File: src/hdl/clp_pkg.sv
`default_nettype none
package clp_pkg;

	localparam int VAL_W = 15;
	localparam int PH_W  = 3;

	localparam logic [VAL_W-1:0] SAT_MAX = 15'd32767;

	// number scanner phases
	localparam logic [PH_W-1:0] PH_BLANK = 3'd0;
	localparam logic [PH_W-1:0] PH_INT   = 3'd1;
	localparam logic [PH_W-1:0] PH_TENTH = 3'd2;
	localparam logic [PH_W-1:0] PH_FRAC  = 3'd3;
	localparam logic [PH_W-1:0] PH_STOP  = 3'd4;

	// result kinds
	localparam logic [1:0] KIND_PAIR  = 2'd0;
	localparam logic [1:0] KIND_DIGIT = 2'd1;
	localparam logic [1:0] KIND_CMD   = 2'd2;

	localparam logic [7:0] CH_NUL   = 8'h00;
	localparam logic [7:0] CH_TAB   = 8'h09;
	localparam logic [7:0] CH_LF    = 8'h0A;
	localparam logic [7:0] CH_CR    = 8'h0D;
	localparam logic [7:0] CH_SP    = 8'h20;
	localparam logic [7:0] CH_COMMA = 8'h2C;
	localparam logic [7:0] CH_POINT = 8'h2E;
	localparam logic [7:0] CH_ZERO  = 8'h30;
	localparam logic [7:0] CH_NINE  = 8'h39;

	// limits in tenths for the single number
	localparam logic [VAL_W-1:0] LIM_NINE  = 15'd90;
	localparam logic [VAL_W-1:0] LIM_SEVEN = 15'd70;

	typedef struct packed {
		logic [PH_W-1:0]  phase;
		logic [VAL_W-1:0] value;
		logic             excess;
		logic             rest;
	} scan_t;

	// integer part of a value in tenths known to be at most 90: t * 205 / 2048
	function automatic logic [3:0] tenths_to_digit(input logic [VAL_W-1:0] t);
		logic [14:0] p;
		p = 15'(t[6:0]) * 15'd205;
		return p[14:11];
	endfunction

endpackage
`default_nettype wire

File: src/hdl/clp_ifs.sv
`default_nettype none
interface clp_byte_if;
	logic       valid;
	logic       ready;
	logic [7:0] rx_byte;

	modport source (output valid, output rx_byte, input ready);
	modport sink   (input valid, input rx_byte, output ready);
endinterface

interface clp_result_if;
	logic        valid;
	logic        ready;
	logic [1:0]  kind;
	logic [14:0] x_tenths;
	logic [14:0] y_tenths;
	logic [3:0]  digit;

	modport source (output valid, output kind, output x_tenths, output y_tenths,
		output digit, input ready);
	modport sink   (input valid, input kind, input x_tenths, input y_tenths,
		input digit, output ready);
endinterface
`default_nettype wire

File: src/hdl/clp_scan.sv
`default_nettype none
module clp_scan (
	input  wire clp_pkg::scan_t cur,
	input  wire logic [7:0]     ch,
	output clp_pkg::scan_t      nxt
);

	logic        is_digit;
	logic        is_blank;
	logic [3:0]  d;
	logic [18:0] int_sum;
	logic [15:0] frac_sum;

	assign is_digit = (ch >= clp_pkg::CH_ZERO) && (ch <= clp_pkg::CH_NINE);
	assign is_blank = (ch == clp_pkg::CH_SP) || (ch == clp_pkg::CH_TAB);
	assign d        = is_digit ? ch[3:0] : 4'd0;
	assign int_sum  = 19'(cur.value) * 19'd10 + 19'(d) * 19'd10;
	assign frac_sum = 16'(cur.value) + 16'(d);

	always_comb begin
		nxt = cur;
		unique case (cur.phase)
			clp_pkg::PH_BLANK, clp_pkg::PH_INT: begin
				if (cur.phase == clp_pkg::PH_BLANK && is_blank) begin
					nxt = cur;
				end else if (is_digit) begin
					nxt.phase = clp_pkg::PH_INT;
					if (int_sum > 19'(clp_pkg::SAT_MAX)) begin
						nxt.value  = clp_pkg::SAT_MAX;
						nxt.excess = 1'b1;
					end else begin
						nxt.value = int_sum[14:0];
					end
				end else if (ch == clp_pkg::CH_POINT) begin
					nxt.phase = clp_pkg::PH_TENTH;
				end else begin
					nxt.phase = clp_pkg::PH_STOP;
				end
			end
			clp_pkg::PH_TENTH: begin
				if (is_digit) begin
					nxt.phase = clp_pkg::PH_FRAC;
					if (frac_sum > 16'(clp_pkg::SAT_MAX)) begin
						nxt.value  = clp_pkg::SAT_MAX;
						nxt.excess = 1'b1;
					end else begin
						nxt.value = frac_sum[14:0];
					end
				end else begin
					nxt.phase = clp_pkg::PH_STOP;
				end
			end
			clp_pkg::PH_FRAC: begin
				if (is_digit) begin
					if (d != 4'd0) begin
						nxt.rest = 1'b1;
					end
				end else begin
					nxt.phase = clp_pkg::PH_STOP;
				end
			end
			default: begin
				nxt.phase = clp_pkg::PH_STOP;
			end
		endcase
	end

endmodule
`default_nettype wire

File: src/hdl/coord_line_parser_core.sv
`default_nettype none
// Line parser for received text: takes one byte per beat and gives at most one result
// beat when a line ends on LF or CR. It sustains one byte per clock cycle unless a
// terminator waits while the sink stalls a full output register; a byte is held in the
// input register, and the result of a terminator is written to the output register. A
// single shared number scanner (a multiply by ten and a saturating add) between those
// two registers sets the clock rate. The output register holds a result while the sink
// stalls, and the input side keeps taking bytes whenever the byte in hand can move on.
// No clearing pass is needed after reset. LINE_LEN sets how many bytes of a line are
// kept (LINE_LEN-1).
module coord_line_parser_core #(
	parameter int LINE_LEN = 32
) (
	input  wire logic     clk,
	input  wire logic     arst_n,
	clp_byte_if.sink      rx,
	clp_result_if.source  result
);

	localparam int CW = $clog2(LINE_LEN);
	localparam logic [CW-1:0] CNT_MAX = CW'(LINE_LEN - 1);

	logic [7:0]    byte_s1;
	logic          vld_s1;
	logic [CW-1:0] cnt_q;
	logic          comma_q;
	logic          ended_q;
	clp_pkg::scan_t first_q;
	clp_pkg::scan_t second_q;
	clp_pkg::scan_t scan_cur;
	clp_pkg::scan_t scan_nxt;

	logic        out_vld_q;
	logic [1:0]  kind_q;
	logic [14:0] x_q;
	logic [14:0] y_q;
	logic [3:0]  digit_q;

	logic        adv;
	logic        is_term;
	logic        le9;
	logic        le7;
	logic        emit;
	logic [1:0]  kind_nx;
	logic [14:0] y_nx;
	logic [3:0]  digit_nx;

	localparam clp_pkg::scan_t SCAN_CLR = '{
		phase: clp_pkg::PH_BLANK, value: '0, excess: 1'b0, rest: 1'b0};

	// hold only a terminator while the result register is full and the sink stalls
	assign adv      = vld_s1 && (!is_term || !out_vld_q || result.ready);
	assign rx.ready = !vld_s1 || adv;
	assign is_term  = (byte_s1 == clp_pkg::CH_LF) || (byte_s1 == clp_pkg::CH_CR);
	assign scan_cur = comma_q ? second_q : first_q;

	clp_scan u_scan (
		.cur (scan_cur),
		.ch  (byte_s1),
		.nxt (scan_nxt)
	);

	// single number limits compared as exact decimals
	assign le9 = !first_q.excess && ((first_q.value < clp_pkg::LIM_NINE) ||
		(first_q.value == clp_pkg::LIM_NINE && !first_q.rest));
	assign le7 = (first_q.value < clp_pkg::LIM_SEVEN) ||
		(first_q.value == clp_pkg::LIM_SEVEN && !first_q.rest);
	assign emit = (cnt_q != '0) && (comma_q || le9);

	always_comb begin
		if (comma_q) begin
			kind_nx  = clp_pkg::KIND_PAIR;
			y_nx     = second_q.value;
			digit_nx = 4'd0;
		end else begin
			kind_nx  = le7 ? clp_pkg::KIND_CMD : clp_pkg::KIND_DIGIT;
			y_nx     = '0;
			digit_nx = clp_pkg::tenths_to_digit(first_q.value);
		end
	end

	always_ff @(posedge clk or negedge arst_n) begin
		if (!arst_n) begin
			vld_s1 <= 1'b0;
		end else if (rx.ready) begin
			vld_s1 <= rx.valid;
		end
	end

	always_ff @(posedge clk) begin
		if (rx.ready && rx.valid) begin
			byte_s1 <= rx.rx_byte;
		end
	end

	always_ff @(posedge clk or negedge arst_n) begin
		if (!arst_n) begin
			cnt_q    <= '0;
			comma_q  <= 1'b0;
			ended_q  <= 1'b0;
			first_q  <= SCAN_CLR;
			second_q <= SCAN_CLR;
		end else if (adv) begin
			if (is_term) begin
				cnt_q    <= '0;
				comma_q  <= 1'b0;
				ended_q  <= 1'b0;
				first_q  <= SCAN_CLR;
				second_q <= SCAN_CLR;
			end else if (cnt_q != CNT_MAX) begin
				cnt_q <= cnt_q + 1'b1;
				if (!ended_q) begin
					priority if (byte_s1 == clp_pkg::CH_NUL) begin
						ended_q <= 1'b1;
					end else if (!comma_q && byte_s1 == clp_pkg::CH_COMMA) begin
						comma_q <= 1'b1;
					end else if (!comma_q) begin
						first_q <= scan_nxt;
					end else begin
						second_q <= scan_nxt;
					end
				end
			end
		end
	end

	always_ff @(posedge clk or negedge arst_n) begin
		if (!arst_n) begin
			out_vld_q <= 1'b0;
		end else if (adv && is_term) begin
			out_vld_q <= emit;
		end else if (result.ready) begin
			out_vld_q <= 1'b0;
		end
	end

	always_ff @(posedge clk) begin
		if (adv && is_term && emit) begin
			kind_q  <= kind_nx;
			x_q     <= first_q.value;
			y_q     <= y_nx;
			digit_q <= digit_nx;
		end
	end

	assign result.valid    = out_vld_q;
	assign result.kind     = kind_q;
	assign result.x_tenths = x_q;
	assign result.y_tenths = y_q;
	assign result.digit    = digit_q;

	a_cnt_bound: assert property (@(posedge clk) disable iff (!arst_n)
		cnt_q <= CNT_MAX)
		else $error("line byte count past limit");

	a_term_clears: assert property (@(posedge clk) disable iff (!arst_n)
		adv && is_term |=> cnt_q == '0 && !comma_q && !ended_q)
		else $error("terminator did not clear line state");

	a_blank_zero: assert property (@(posedge clk) disable iff (!arst_n)
		first_q.phase == clp_pkg::PH_BLANK |-> first_q.value == '0 && !first_q.excess)
		else $error("value gathered before any digit");

	a_digit_range: assert property (@(posedge clk) disable iff (!arst_n)
		out_vld_q && kind_q != clp_pkg::KIND_PAIR |->
			y_q == '0 && x_q <= clp_pkg::LIM_NINE && digit_q <= 4'd9)
		else $error("single number result out of range");

endmodule
`default_nettype wire
File: src/flat_wrapper.sv
// flat-port wrapper written by rule: the top's interface ports become plain ports
module coord_line_parser_core_flat 
#(
	parameter int LINE_LEN = 32
)
  (clk, arst_n, rx_valid, rx_rx_byte, rx_ready, result_valid, result_kind, result_x_tenths, result_y_tenths, result_digit, result_ready);
  clp_byte_if rx_i ();
  clp_result_if result_i ();
  input  wire logic clk;
  input  wire logic arst_n;
  input wire logic [$bits(rx_i.valid)-1:0] rx_valid;
  input wire logic [$bits(rx_i.rx_byte)-1:0] rx_rx_byte;
  output wire logic [$bits(rx_i.ready)-1:0] rx_ready;
  output wire logic [$bits(result_i.valid)-1:0] result_valid;
  output wire logic [$bits(result_i.kind)-1:0] result_kind;
  output wire logic [$bits(result_i.x_tenths)-1:0] result_x_tenths;
  output wire logic [$bits(result_i.y_tenths)-1:0] result_y_tenths;
  output wire logic [$bits(result_i.digit)-1:0] result_digit;
  input wire logic [$bits(result_i.ready)-1:0] result_ready;
  assign rx_i.valid = rx_valid;
  assign rx_i.rx_byte = rx_rx_byte;
  assign rx_ready = rx_i.ready;
  assign result_valid = result_i.valid;
  assign result_kind = result_i.kind;
  assign result_x_tenths = result_i.x_tenths;
  assign result_y_tenths = result_i.y_tenths;
  assign result_digit = result_i.digit;
  assign result_i.ready = result_ready;
  coord_line_parser_core #(.LINE_LEN(LINE_LEN)) u_core (.clk(clk), .arst_n(arst_n), .rx(rx_i), .result(result_i));
endmodule
File: config.mk
export PLATFORM = sky130hd
export DESIGN_NAME = coord_line_parser_core_flat
export DESIGN_NICKNAME = d
export VERILOG_FILES = /design/src/hdl/clp_pkg.sv /design/src/hdl/clp_ifs.sv /design/src/hdl/clp_scan.sv /design/src/hdl/coord_line_parser_core.sv /design/src/flat_wrapper.sv
export SDC_FILE = /design/constraint.sdc
export NUM_CORES = 1
export LEC_CHECK = 0
export ABC_AREA = 1
export ABC_CLOCK_PERIOD_IN_PS = 5400
export BUFFER_PORTS_ARGS = -buffer_cell sky130_fd_sc_hd__buf_2
export CAP_MARGIN = 20
export CORE_UTILIZATION = 30
export DETAILED_ROUTE_END_ITERATION = 16
export RECOVER_POWER = 50
export REMOVE_ABC_BUFFERS = 1
export SYNTH_ARGS = -nofsm -noshare
export SYNTH_HDL_FRONTEND = slang
export SYNTH_SLANG_ARGS = --single-unit
File: constraint.sdc
create_clock -name clk -period 5.4 [get_ports clk]
set_clock_uncertainty 0.05 [all_clocks]
set_input_delay 0.54 -clock clk [delete_from_list [all_inputs] [get_ports clk]]
set_output_delay 0.54 -clock clk [all_outputs]
set_load 0.02 [all_outputs]
# ---- Yosys cells after proc, flatten, opt, wreduce, memory -nomap -nowiden
# Cells that the tools add are included.
dict set report word_totals {
  ff_bits 93
  inputBits 12
  output_inout_bits 38
  word_cells 128
}
dict set report op_classes {
  n_addsub 3
  mul 3
  magnitude_cmp 6
  eq_ne 16
  muxes 44
  n_reduce_logical 38
}
# op count
set ops {}
lappend ops {{$mux 20} 13}
lappend ops {{$mux 16} 2}
lappend ops {{$pmux 16 s2} 1}
lappend ops {{$eq 15x7->1 const B} 2}
lappend ops {{$lt 15x7->1 const B} 2}
lappend ops {{$mux 15} 2}
lappend ops {{$eq 8x4->1 const B} 3}
lappend ops {{$eq 8x6->1 const B} 3}
lappend ops {{$add 19x8->19} 1}
lappend ops {{$gt 19x15->1 const B} 1}
lappend ops {{$mux 19} 1}
lappend ops {{$mul 15x3->18 const B} 1}
lappend ops {{$add 15x4->16} 1}
lappend ops {{$gt 16x15->1 const B} 1}
lappend ops {{$mux 1} 16}
lappend ops {{$mul 7x8->15 const B} 1}
lappend ops {{$mux 3} 4}
lappend ops {{$reduce_and 6->1} 2}
lappend ops {{$logic_and 1x1->1} 11}
lappend ops {{$mux 5} 2}
lappend ops {{$pmux 3 s3} 1}
lappend ops {{$ge 8x6->1 const B} 1}
lappend ops {{$le 8x6->1 const B} 1}
lappend ops {{$logic_not 8->1} 1}
lappend ops {{18 further kinds} 36}

# ---- Depth between registers and ports, before layout
dict set report logic_depth {
  depth_word 16
  depth_mapped 32
}

# ---- Modules after synthesis
# A second synthesis with hierarchy kept.
dict set report unflattened {
  cells_unflattened 1133
  area_unflattened_um2 8156.6
}
# module instances cells_per_inst area_per_inst_um2
set modules_own_cells {}
lappend modules_own_cells {coord_line_parser_core 1 605 5297.6}
lappend modules_own_cells {clp_scan 1 528 2859.0}

# ---- Least setup slack after synthesis
# No wires, ideal clock.
dict set report synth_timing {
  path_kind {reg2reg}
  startpoint {reg u_core.byte_s1[3]}
  endpoint {reg u_core.digit_q[0] (netlist: u_core.result.digit[0]) (enable)}
  setup_time_ns 0.483
  arrival_ns 3.879
  setup_slack_ns 0.988
  path_stages_with_launch 12
  n_path_buf 0
  synth_period_minus_slack_ns 4.412
  path_cell_list {edfxtp_1 inv_1 nor2_1 nand2_1 o31ai_1 nand2_1 inv_1 nand2_1 nand2_1 inv_1 nand2_1 nor3b_1}
}
dict set report synth_via {
  elab_chain_cells 8
}
# element line_no
set synth_lines {}
lappend synth_lines {{from (decl)} coord_line_parser_core.sv:23} ;# logic [7:0] byte_s1;
lappend synth_lines {{from (signal assigned)} coord_line_parser_core.sv:92} ;# byte_s1 <= rx.rx_byte;
lappend synth_lines {{$eq 8x4->1} coord_line_parser_core.sv:54} ;# assign is_term = (byte_s1 == clp_pkg::CH_LF) || (byte_s1 == clp_pkg::CH_CR);
lappend synth_lines {{$logic_or 1x1->1 *} coord_line_parser_core.sv:54}
lappend synth_lines {{$logic_not 1->1} coord_line_parser_core.sv:52} ;# assign adv = vld_s1 && (!is_term || !out_vld_q || result.ready);
lappend synth_lines {{$logic_or 1x1->1 (2 in series)} coord_line_parser_core.sv:52}
lappend synth_lines {{$logic_and 1x1->1} coord_line_parser_core.sv:52}
lappend synth_lines {{$logic_and 1x1->1 * (2 in series)} coord_line_parser_core.sv:138} ;# if (adv && is_term && emit) begin
lappend synth_lines {{to (signal assigned)} coord_line_parser_core.sv:142} ;# digit_q <= digit_nx;
lappend synth_lines {{to (decl)} coord_line_parser_core.sv:37} ;# logic [3:0] digit_q;
# Mark *: on every way between the ends. The rest lies on a longest branch, timed or not.
# A chain may end at the register's enable or synchronous reset.

# ---- Final worst setup path
dict set report layout_timing {
  startpoint {reg u_core.comma_q}
  endpoint {reg u_core.first_q[15] (netlist bit)}
}
dict set report layout_via {
  elab_chain_cells 14
}
# element line_no
set layout_lines {}
lappend layout_lines {{from (decl)} coord_line_parser_core.sv:26} ;# logic comma_q;
lappend layout_lines {{from (signal assigned)} coord_line_parser_core.sv:99} ;# comma_q <= 1'b0;
lappend layout_lines {{from (signal assigned)} coord_line_parser_core.sv:106} ;# comma_q <= 1'b0;
lappend layout_lines {{from (signal assigned)} coord_line_parser_core.sv:116} ;# comma_q <= 1'b1;
lappend layout_lines {{$mux 20} coord_line_parser_core.sv:55} ;# assign scan_cur = comma_q ? second_q : first_q;
lappend layout_lines {{$mul 15x3->18} clp_scan.sv:17} ;# assign int_sum = 19'(cur.value) * 19'd10 + 19'(d) * 19'd10;
lappend layout_lines {{$add 19x8->19} clp_scan.sv:17}
lappend layout_lines {{$gt 19x15->1} clp_scan.sv:28} ;# if (int_sum > 19'(clp_pkg::SAT_MAX)) begin
lappend layout_lines {{$mux 15} clp_scan.sv:28}
lappend layout_lines {{$mux 16} clp_scan.sv:26} ;# end else if (is_digit) begin
lappend layout_lines {{$mux 19} clp_scan.sv:24} ;# if (cur.phase == clp_pkg::PH_BLANK && is_blank) begin
lappend layout_lines {{$pmux 16 s2} clp_scan.sv:22} ;# unique case (cur.phase)
lappend layout_lines {{$mux 20} coord_line_parser_core.sv:117} ;# end else if (!comma_q) begin
lappend layout_lines {{$mux 20} coord_line_parser_core.sv:115} ;# end else if (!comma_q && byte_s1 == clp_pkg::CH_COMMA) begin
lappend layout_lines {{$mux 20} coord_line_parser_core.sv:113} ;# priority if (byte_s1 == clp_pkg::CH_NUL) begin
lappend layout_lines {{$mux 20} coord_line_parser_core.sv:112} ;# if (!ended_q) begin
lappend layout_lines {{$mux 20} coord_line_parser_core.sv:110} ;# end else if (cnt_q != CNT_MAX) begin
lappend layout_lines {{$mux 20} coord_line_parser_core.sv:104} ;# if (is_term) begin
lappend layout_lines {{to (signal assigned)} coord_line_parser_core.sv:118} ;# first_q <= scan_nxt;
lappend layout_lines {{to (decl)} coord_line_parser_core.sv:28} ;# clp_pkg::scan_t first_q;
# Several ways; a longest one is shown, not always the timed one. The select of a mux whose other input is x is not followed.

==> Implementation_results.wiki <==
{| class="wikitable"
! Metric !! Value
|-
| Outcome || complete, but fails checks
|-
| Violated checks || max-capacitance violations, max-slew violations
|-
| Register share of total power || 24.0%
|-
| Synth Area in Simple Gates || 30.3%
|-
| Final-report max-slew violation count || 50
|-
| Number of clock buffers inserted by TritonCTS || 9
|-
| Worst path max stage delay || 0.46 ns
|-
| Final cell utilization of the core || 34.2%
|-
| Via count of the first global-routing pass || 6313
|-
| Count of placed standard cells including taps || 1433
|-
| Switching part of the total || 51.6%
|-
| Mean post-synth cell area || 7.31 um^2
|-
| Worst reg2reg setup slack || 0.55 ns
|-
| Number of DRC violations after detailed-routing iteration 0 || 563
|-
| Number of hold violations in the final report || 0
|-
| Top-Level Pins || 50
|-
| Total cell area at the placement stage || 8410 um^2
|-
| Pin count of the biggest net entering global routing || 50
|-
| TritonRoute pass-1 iters || 5
|-
| Core Box Area || 25300 um^2
|-
| Total clock sinks || 93
|-
| Proportion of synthesized area in mux cells || 0.257%
|-
| CTS H-Tree Depth || 3
|-
| Pleak || 0.00460 uW
|-
| Cell with the most instances after synthesis || sky130_fd_sc_hd__nand2_1
|-
| Number of hold buffers added after cts || 0
|-
| Floorplan die width || 163 um
|-
| Clock period minus final worst setup slack || 4.85 ns
|-
| Deepest clock path buffer count || 2
|-
| Slowest CP cell || sky130_fd_sc_hd__dfrtp_1
|-
| Post-synth top area share || 17.0%
|-
| Area growth from synthesis to layout || 11.0%
|-
| Cell repeated most along the worst path || sky130_fd_sc_hd__nand2_1
|-
| Compound-cell area share of the yosys netlist || 8.43%
|-
| CTS tree || built
|-
| Buf+Inv Stages, Crit Path || 3
|-
| Ratio of cells with drive above 1 in the final layout || 8.49%
|-
| Clock insertion delay at the later pin of the skew report || 0.35 ns
|-
| Vias per Instance || 4.76
|-
| First element of the critical path || u_core.comma_q$_DFFE_PN0P_
|-
| Global-route congestion overflow total || 0
|-
| Async set-or-reset flop fraction in the synthesized netlist || 52.7%
|-
| Initial core utilization || 30.8%
|-
| Final cell count without fillers || 1449
|-
| Via count || 6902
|-
| Total wire length || 19900 um
|-
| Clock power share || 13.6%
|-
| Root Driver || sky130_fd_sc_hd__clkbuf_16
|-
| VDD IR max || 0.177 mV
|-
| Top cells by instance count after synthesis || 289 x sky130_fd_sc_hd__nand2_1, 164 x sky130_fd_sc_hd__inv_1, 86 x sky130_fd_sc_hd__nand3_1
|-
| Cell family contributing the most delay on the critical path || simple AND/OR/NAND/NOR gates
|-
| Final non-filler cell area || 8650 um^2
|-
| Nets || 1216
|-
| Cell types with the largest area share after synthesis || sky130_fd_sc_hd__edfxtp_1 17%, sky130_fd_sc_hd__dfrtp_1 16%, sky130_fd_sc_hd__nand2_1 14%
|-
| Global-route wire length before repair || 32000 um
|-
| Synthesized instance count || 1067
|-
| Startpoint kind of the worst setup timing path || flip-flop
|-
| Placer's final routability congestion estimate || 0.881
|-
| # port buffers || 49
|-
| Initial antenna violation count || 0
|-
| Post-Synth Adder-Cell Area || 15.3%
|-
| Crit Reg-Reg Endpoint || u_core.first_q[15]$_DFFE_PN0P_
|-
| Max-cap viol count || 1
|-
| Hold Path Class || in2reg
|-
| Synthesis warning total || 0
|-
| Type of the worst setup path || reg2reg
|-
| Number of diodes added for antenna fixing || 0
|-
| Startpoint of the most critical register-to-register path || u_core.comma_q$_DFFE_PN0P_
|-
| Fmax achieved || 0.206 GHz
|-
| Mapped cell area || 7790 um^2
|-
| Combinational group share of total power || 62.4%
|-
| Worst-margin pin slew || 2.76 ns
|-
| Total negative slack || 0 ns
|-
| Prevailing post-synth register cell || sky130_fd_sc_hd__dfrtp_1
|-
| Post-route clock period utilization || 89.8%
|-
| Critical path required time || 5.59 ns
|-
| Gr usage total || 15.1%
|-
| Post-CTS setup repair buffer count || 0
|-
| # rows || 58
|-
| FF+latch count, synth || 93
|-
| Critical path capture point type || flip-flop
|-
| Post-Synth XOR/XNOR Area || 2.92%
|-
| Cell count along the critical path || 20
|-
| Number of instances resized during post-cts repair || 0
|-
| DRC violations left || 0
|-
| Post-synth cell types || 52
|-
| Post-route total power || 4470 uW
|-
| Main combinational cell family by area after synthesis || simple AND/OR/NAND/NOR gates
|-
| Per-cell routed wire length || 13.7 um
|-
| Register-to-Register Path Depth || 20
|-
| Most area-hungry cell type in the Yosys netlist || sky130_fd_sc_hd__edfxtp_1
|-
| Finish-stage setup viols || 0
|-
| Detailed placer's ending HPWL || 15300 um
|-
| Die footprint || 26600 um^2
|-
| Post-detailed-route count of antenna-violating nets || 0
|-
| Critical path peak fanout || 16
|-
| Crit path capture || u_core.first_q[15]$_DFFE_PN0P_
|-
| Remaining max-slew budget at the tightest pin || -84.2%
|-
| Register clock-pin slew on the reported worst setup and hold paths || 0.07 ns
|-
| Ordered list of cells on the worst path || buf_4 -> nand2_1 -> o21ai_1 -> ha_1 -> ha_1 -> inv_1 -> fa_1 -> inv_1 -> ha_1 -> a21o_1 -> a221oi_1 -> nand2_2 -> nand3_1 -> nand2_1 -> nor2_2 -> nand3_2 -> o21ai_1 -> nand2_1 -> nand3_1 -> nand2_1
|-
| PD cells || 517 nW/um^2
|-
| Setup repair after global routing missed its margin || false
|-
| Sequential element share of the synthesized area || 32.7%
|-
| Data arrival time of the critical path || 5.04 ns
|-
| Number of enable flip-flop cells after synthesis || 44
|-
| Internal Pwr Total || 2170 uW
|-
| Switching pwr || 2310 uW
|-
| Vertical extent of the die || 163 um
|}
power groups by stage:
stage	Sequential [uW]	Combinational [uW]	Clock, uW
floorplan	1040	2080	0
global placement	1080	2730	0
detailed placement	1090	2770	0
CTS	1080	2790	619
global route	1100	3180	639
finish	1070	2790	606
cell type report:
type	count	area (um^2)
clock buffers	11	243
clock inverters	5	33.8
fillers	2707	16700
inverters	175	657
multi-input cells	775	4470
flip-flops and latches	93	2550
well taps	330	413
repair buffers	60	289
worst register-to-register path, cell delays in order (launching register included):
cell and delay (ns):
sky130_fd_sc_hd__dfrtp_1 0.46, sky130_fd_sc_hd__buf_4 0.29, sky130_fd_sc_hd__nand2_1 0.12, sky130_fd_sc_hd__o21ai_1 0.36, sky130_fd_sc_hd__ha_1 0.35, sky130_fd_sc_hd__ha_1 0.24
sky130_fd_sc_hd__inv_1 0.08, sky130_fd_sc_hd__fa_1 0.40, sky130_fd_sc_hd__inv_1 0.07, sky130_fd_sc_hd__ha_1 0.28, sky130_fd_sc_hd__a21o_1 0.21, sky130_fd_sc_hd__a221oi_1 0.36
sky130_fd_sc_hd__nand2_2 0.17, sky130_fd_sc_hd__nand3_1 0.11, sky130_fd_sc_hd__nand2_1 0.06, sky130_fd_sc_hd__nor2_2 0.44, sky130_fd_sc_hd__nand3_2 0.25, sky130_fd_sc_hd__o21ai_1 0.23
sky130_fd_sc_hd__nand2_1 0.10, sky130_fd_sc_hd__nand3_1 0.08, sky130_fd_sc_hd__nand2_1 0.05
kinds of logic after synthesis:
kind of cell,count (synthesis)
fa+ha+maj,90
compound gates,119
simple gates,537
flops,93
mux,2
xor+xnor,26
buf+inv,199
other cells,1
layer usage:
| metal | wire length, um | global-route usage [%] | vias to the layer above |
|---|---|---|---|
| met5 | 0 | 0 | - |
| met2 | 9090 | 24.5 | 185 |
| met3 | 928 | 1.37 | 27 |
| met1 | 9310 | 20.6 | 3154 |
| met4 | 588 | 5.99 | 0 |
| li1 | - | - | 3536 |
per-stage QoR:
| stage | hold WS [ns] | setup WS [ns] |
|---|---|---|
| 2_1_floorplan | 0.194 | 0.697 |
| 3_3_place_gp | 0.412 | 0.677 |
| 3_5_place_dp | 0.414 | 0.612 |
| 4_1_cts | 0.268 | 0.544 |
| 5_1_grt | 0.309 | 0.122 |
| 6_report | 0.314 | 0.549 |
cell usage in the layout (no fill, tap or decap), types with 2 or more instances in the layout:
cell and count:
sky130_fd_sc_hd__nand2_1 290, sky130_fd_sc_hd__inv_1 164, sky130_fd_sc_hd__nand3_1 86, sky130_fd_sc_hd__nor2_1 85, sky130_fd_sc_hd__ha_1 81, sky130_fd_sc_hd__a21oi_1 52
sky130_fd_sc_hd__dfrtp_1 49, sky130_fd_sc_hd__edfxtp_1 44, sky130_fd_sc_hd__o21ai_0 42, sky130_fd_sc_hd__clkbuf_1 28, sky130_fd_sc_hd__nand4_1 27, sky130_fd_sc_hd__buf_2 24
sky130_fd_sc_hd__xor2_1 19, sky130_fd_sc_hd__nand2_2 14, sky130_fd_sc_hd__fa_1 9, sky130_fd_sc_hd__clkbuf_16 9, sky130_fd_sc_hd__buf_4 9, sky130_fd_sc_hd__nor2_2 7
sky130_fd_sc_hd__xnor2_1 7, sky130_fd_sc_hd__inv_2 7, sky130_fd_sc_hd__o21ai_1 5, sky130_fd_sc_hd__or2_2 5, sky130_fd_sc_hd__nor2_4 4, sky130_fd_sc_hd__clkinv_1 4
sky130_fd_sc_hd__nor3_1 4, sky130_fd_sc_hd__nand3b_1 4, sky130_fd_sc_hd__o21a_1 4, sky130_fd_sc_hd__o21ai_2 2, sky130_fd_sc_hd__a21oi_2 2, sky130_fd_sc_hd__nand3_2 2
sky130_fd_sc_hd__mux2i_1 2, sky130_fd_sc_hd__a31oi_1 2, sky130_fd_sc_hd__a2111o_1 2, sky130_fd_sc_hd__clkinv_2 2
flip-flops by register name, summed over array words and instances (netlist names):
signal                  cells
u_core.first_q             20
u_core.second_q            20
u_core.result.x_tenths     15
u_core.result.y_tenths     15
u_core.byte_s1              8
u_core.cnt_q                5
u_core.result.digit         4
u_core.result.kind          2
u_core.comma_q              1
u_core.ended_q              1
u_core.result.valid         1
u_core.vld_s1               1
worst min-delay path by stage:
stage | start | endpoint | cells past startpoint | slack (ns)
6_report | rx_rx_byte[5] | u_core.byte_s1[5]$_DFFE_PP_ | 1 | 0.31
2_1_floorplan | arst_n | u_core.cnt_q[0]$_DFFE_PN0P_ | 0 | 0.19
3_5_place_dp | u_core.first_q[17]$_DFFE_PN0P_ | u_core.first_q[17]$_DFFE_PN0P_ | 2 | 0.41
3_3_place_gp | u_core.first_q[17]$_DFFE_PN0P_ | u_core.first_q[17]$_DFFE_PN0P_ | 2 | 0.41
5_1_grt | rx_rx_byte[5] | u_core.byte_s1[5]$_DFFE_PP_ | 1 | 0.31
4_1_cts | arst_n | u_core.cnt_q[4]$_DFFE_PN0P_ | 2 | 0.27
Power figures use the tool's default switching activity.
